**src/rtl/svgpn_pkg.sv**
```systemverilog
`default_nettype none

package svgpn_pkg;

	// Default coordinate width; every sum saturates to this many signed bits
	localparam int unsigned COORD_WIDTH_DEF = 32;

	// round(2^32 * pi / 180)
	localparam logic signed [27:0] DEG_RAD_Q32 = 28'sd74961321;

	// Path command opcodes
	typedef enum logic [3:0] {
		OP_MOVE    = 4'd0,
		OP_LINE    = 4'd1,
		OP_HLINE   = 4'd2,
		OP_VLINE   = 4'd3,
		OP_CUBIC   = 4'd4,
		OP_SCUBIC  = 4'd5,
		OP_QUAD    = 4'd6,
		OP_SQUAD   = 4'd7,
		OP_ARC     = 4'd8,
		OP_CLOSE   = 4'd9
	} op_t;

	// Absolute path element kinds
	typedef enum logic [2:0] {
		ELEM_MOVE  = 3'd0,
		ELEM_LINE  = 3'd1,
		ELEM_CURVE = 3'd2,
		ELEM_ARC   = 3'd3,
		ELEM_CLOSE = 3'd4
	} elem_t;

	// Kind of the previous command, for smooth curve reflection
	typedef enum logic [1:0] {
		KIND_NONE  = 2'd0,
		KIND_CUBIC = 2'd1,
		KIND_QUAD  = 2'd2
	} kind_t;

	// One decoded path command request
	typedef struct packed {
		logic [3:0]         op;
		logic               absolute;
		logic               new_path;
		logic signed [31:0] arg_a;
		logic signed [31:0] arg_b;
		logic signed [31:0] arg_c;
		logic signed [31:0] arg_d;
		logic signed [31:0] arg_e;
		logic signed [31:0] arg_f;
		logic               large_arc_in;
		logic               sweep_in;
	} cmd_t;

	// One absolute path element
	typedef struct packed {
		logic [2:0]         element_type;
		logic signed [31:0] ctrl1_x;
		logic signed [31:0] ctrl1_y;
		logic signed [31:0] ctrl2_x;
		logic signed [31:0] ctrl2_y;
		logic signed [31:0] end_x;
		logic signed [31:0] end_y;
		logic signed [31:0] radius_x;
		logic signed [31:0] radius_y;
		logic signed [31:0] rotation_rad;
		logic               large_arc_out;
		logic               sweep_out;
	} elem_pkt_t;

endpackage

`default_nettype wire

```
**src/rtl/svgpn_weigh.sv**
```systemverilog
`default_nettype none

// Quadratic-to-cubic control point: round((base + 2*ctrl) / 3).
// Floor division by 3 is done by a reciprocal multiply on an offset,
// non-negative operand; the offset is a multiple of 3 and is removed after.
module svgpn_weigh import svgpn_pkg::*; #(
	parameter int unsigned COORD_WIDTH = COORD_WIDTH_DEF
) (
	input  logic signed [COORD_WIDTH-1:0] base,
	input  logic signed [COORD_WIDTH-1:0] ctrl,
	output logic signed [COORD_WIDTH-1:0] weighed
);

	localparam int unsigned SW = COORD_WIDTH + 2;
	localparam int unsigned NW = COORD_WIDTH + 3;
	localparam int unsigned MW = NW + 1;
	localparam int unsigned PW = NW + MW;

	localparam logic [NW-1:0] OFFSET = NW'(3) << COORD_WIDTH;
	localparam logic [MW-1:0] RECIP = MW'(({1'b1, {(NW + 2){1'b0}}} / 3) + 1);

	logic signed [SW-1:0] sum;
	logic [NW-1:0]        shifted;
	logic [PW-1:0]        prod;
	logic [NW-2:0]        quot;

	// base + 2*ctrl + 1, then floor divide by 3
	always_comb begin
		sum     = {{2{base[COORD_WIDTH-1]}}, base} + {ctrl[COORD_WIDTH-1], ctrl, 1'b0} + SW'(1);
		shifted = {sum[SW-1], sum} + OFFSET;
		prod    = PW'(shifted) * PW'(RECIP);
		quot    = prod[NW+2 +: NW-1];
		// quotient carries +2^COORD_WIDTH from the offset; low bits are the answer
		weighed = quot[COORD_WIDTH-1:0];
	end

endmodule

`default_nettype wire

```
**config.mk**
```make
export PLATFORM = sky130hd
export DESIGN_NAME = svgpn_weigh
export DESIGN_NICKNAME = d
export VERILOG_FILES = /design/src/rtl/svgpn_pkg.sv /design/src/rtl/svgpn_weigh.sv
export SDC_FILE = /design/constraint.sdc
export NUM_CORES = 1
export LEC_CHECK = 0
export BUFFER_PORTS_ARGS = -buffer_cell sky130_fd_sc_hd__buf_2
export CORE_MARGIN = 1
export CORE_UTILIZATION = 65
export DETAILED_ROUTE_END_ITERATION = 8
export PLACE_DENSITY = 0.85
export RECOVER_POWER = 100
export SLEW_MARGIN = 15
export SYNTH_ARGS = -nofsm -noshare
export SYNTH_HDL_FRONTEND = slang
export SYNTH_SLANG_ARGS = --single-unit
```
**constraint.sdc**
```tcl
create_clock -name vclk -period 21.4
set_input_delay 4.28 -clock vclk [all_inputs]
set_output_delay 4.28 -clock vclk [all_outputs]
set_load 0.005 [all_outputs]
```
Word-level counts from Yosys, hierarchy flattened
Index checks and enable logic that the tools add are counted.
Word-level totals
  bits of input ports: 64
  output and inout bits: 32
  bits in registers: 0
Operators by class
  multipliers: 1
  $add $sub $neg: 3
Operator list (count)
  multiplier 35 x 36 -> 69 bit, second input constant: 1
  adder 35 x 34 -> 35 bit, second input constant: 1
  adder 32 x 33 -> 34 bit: 1
  adder 34 x 1 -> 34 bit, second input constant: 1

Longest topological paths before layout
  depth in word-level cells: 4
  gate-level depth with buffers: 38
  mapped depth without buffers: 37

Worst setup path after synthesis
OpenSTA, ideal clock, no wires.
  path type: in2out
  from: input port base[1]
  to: output port weighed[25]
  path slack: 4.426 ns
  arrival: 12.694 ns
  stages on the path: 36
  path through: ha_1 > a21o_1 > a21o_2 > a211oi_2 > o31ai_4 > a31oi_4 > a21oi_1 > or2_1 > a21o_1 > a21oi_1 > xnor2_1 > ha_1 > ha_1 > inv_1 > fa_1 > inv_1 > fa_1 > inv_1 > fa_1 > inv_1 > fa_1 > inv_1 > fa_1 > fa_1 > inv_1 > ha_1 > clkbuf_2 > nand2_1 > nor3_1 > and3_1 > a21o_1 > a31oi_4 > o31ai_4 > o2bb2ai_2 > nor2_1 > o311ai_1
Between the ends
  longest elaborated chain between the ends: 4
Ends and longest elaborated chain
  from (decl): line svgpn_weigh.sv:9  | input logic signed [COORD_WIDTH-1:0] base,
  adder 32 x 33 -> 34 bit: line svgpn_weigh.sv:29  | sum = {{2{base[COORD_WIDTH-1]}}, base} + {ctrl[COORD_WIDTH-1], ctrl, 1'b0} + SW'(1);
  adder 34 x 1 -> 34 bit: line svgpn_weigh.sv:29
  adder 35 x 34 -> 35 bit: line svgpn_weigh.sv:30  | shifted = {sum[SW-1], sum} + OFFSET;
  multiplier 35 x 36 -> 69 bit: line svgpn_weigh.sv:31  | prod = PW'(shifted) * PW'(RECIP);
  to (decl): line svgpn_weigh.sv:11  | output logic signed [COORD_WIDTH-1:0] weighed
Every way passes these cells.

Final worst setup path
  from: input port base[1]
  to: output port weighed[28]
The elaborated chain is that of the path after synthesis.

==> flow_metrics.py <==
metrics = {
    "run_status": {
        "outcome": "finished clean",
    },
    "layout": {
        "postLayoutCellArea_um2": 16190,
        "design.final.nets": 2419,
        "seqCellArea_um2": 0,
        "design.seq.count": 0,
        "final.clkbuf_count": 0,
        "drive_gt1_frac": 0.06155,
        "area_added_between_synthesis_and_finish_pct": 4.607,
        "postLayoutCoreUtil": 0.6919,
        "insertedDiodeCount": 0,
        "finished_layout_cells": 2025,
    },
    "clock_tree": {
        "cts_post_setup_buffers_inserted": 0,
        "cts-resized-gates": 0,
        "cts-hold-fix-buffers": 0,
    },
    "floorplanning": {
        "initial_core_util": 0.6615,
        "dieArea_um2": 24440,
        "std_cell_rows": 56,
        "boundaryPins": 96,
        "die-height_um": 156.3,
        "chipWidth_um": 156.3,
        "design.core.area_um2": 23400,
    },
    "setup_path": {
        "timing.critical_path.to_type": "output port",
        "critical-path-slowest-cell": "fa_1",
        "worst_path_largest_cell_delay_ps": 770,
        "timing.critical_path.required_ps": 17120,
        "worst-path-max-fanout": 6,
        "criticalPathCategory": "in2out",
        "start_kind": "primary input",
        "worst_ep_arrival_time_ps": 15450,
    },
    "grt": {
        "wire_length_of_the_first_global_routing_pass_mm": 60.75,
        "pin_count_of_the_biggest_net_entering_global_routing": 14,
        "grt_antenna_before_repair": 0,
        "total_track_usage": 0.3181,
        "number_of_global_route_vias_before_repair": 12770,
        "grt_remaining_overflow": 0,
    },
    "yosys": {
        "postSynthAreaPerCell_um2": 9.555,
        "syn_nets": 2331,
        "seq_area_frac_synth": 0,
        "post-synth-top-area-cell": "fa_1",
        "synthDistinctLibCells": 73,
        "synthTopCellsByCount": "inv_1, ha_1, fa_1, a21oi_1, nand2_1",
        "synth_area_um2": 15480,
        "synth.area.top_cells": "fa_1, ha_1, inv_1, a21oi_1, xnor2_1",
        "synthCells": 1620,
        "yosys.cell_count.top_type": "inv_1",
        "synth_top_cell_area_share": 0.3880,
        "synth_warnings": 0,
    },
    "min_path": {
        "worst_hold_path_type": "in2out",
        "holdPathStages": 10,
        "whs_endpoint": "weighed[31]",
        "holdCritStartpoint": "ctrl[31]",
    },
    "sta": {
        "timing.final.hold_violations": 0,
        "setup_violations": 0,
        "totalNegativeSetupSlack_ps": 0,
        "worst_slew_margin_rel": 0.4985,
        "rsz0062_at_grt": "no",
        "final.period_utilization": 0.9221,
        "finalCriticalPeriod_ps": 19730,
        "clock.fmax_mhz": 50.68,
        "tightestPinTransition_ps": 752.3,
        "timing.final.max_slew_violations": 0,
    },
    "placement": {
        "dp_area_um2": 16320,
        "routabilityCongestion": 0.9879,
        "dp.cells": 2025,
        "total_half_perimeter_wirelength_after_legalization_and_detailed_placement_mm": 33.59,
        "port_buffers": 96,
    },
    "route": {
        "detail-route-antenna-nets": 0,
        "drt-wirelength-per-cell_um": 18.10,
        "first_pass_iters": 5,
        "post_route_drc_violation_count": 0,
        "routed-via-count": 11580,
        "viasPerCell": 5.718,
        "routed_wirelength_mm": 36.65,
        "drt-initial-drc-count": 670,
    },
    "run": {
        "drv.max_cap_violation_count": 0,
    },
}
==> worst max-delay path: cells and delay by family <==
family,cells,cell delay [ps]
fa+ha+maj,10,4830
simple gates,1,350
compound gates,16,4520
xor+xnor,2,400
buf+inv,8,1050
==> stage by stage <==
stage | setup slack, ps | hold WS, ps
after detailed placement | 2643 | 9902
final | 1667 | 9885
after CTS | 2631 | 9918
after global routing | 1253 | 10030
after global placement | 2816 | 9849
after floorplan | 4426 | 9548
==> per-layer routing <==
| layer | GRT usage | vias to the layer above | routed length, um |
|---|---|---|---|
| li1 | - | 5397 | - |
| met5 | 0 | - | 0 |
| met1 | 0.3823 | 5705 | 14290 |
| met2 | 0.5997 | 394 | 19400 |
| met3 | 0.02409 | 83 | 1656 |
| met4 | 0.1036 | 0 | 1301 |
==> placed cells by master (no fill, tap or decap), types with 22 or more instances in the layout <==
cell / Yosys / layout
inv_1: 447 / 447
o21ai_0: 35 / 40
a21o_1: 42 / 42
xor2_1: 25 / 25
nor2_1: 41 / 41
buf_2: 2 / 81
nand2_1: 48 / 48
nand4_1: 22 / 22
a21oi_1: 93 / 94
ha_1: 347 / 347
xnor2_1: 42 / 42
fa_1: 300 / 300
==> worst max path at each step <==
stage / start / slack, ps / endpoint
floorplan: base[1] / 4430 / weighed[25]
global placement: base[1] / 2820 / weighed[25]
detailed placement: base[1] / 2640 / weighed[25]
CTS: base[1] / 2630 / weighed[25]
global route: base[1] / 1250 / weighed[28]
finish: base[1] / 1670 / weighed[28]
==> cell families after synthesis <==
family / count (synthesis) / synth area share
mux: 1 / 0.0006466
buf+inv: 458 / 0.1114
xor+xnor: 67 / 0.03791
fa+ha+maj: 647 / 0.6684
compound gates: 273 / 0.1246
simple gates: 174 / 0.05698
==> layout make-up <==
type,count,area [um2]
fillers,1868,7209
multi-input cells,1162,13650
well taps,319,399.1
repair buffers,96,461.7
inverters,448,1682
Power is not shown: default switching activity piles up to over one toggle a cycle in this logic, so the estimate is an artifact.
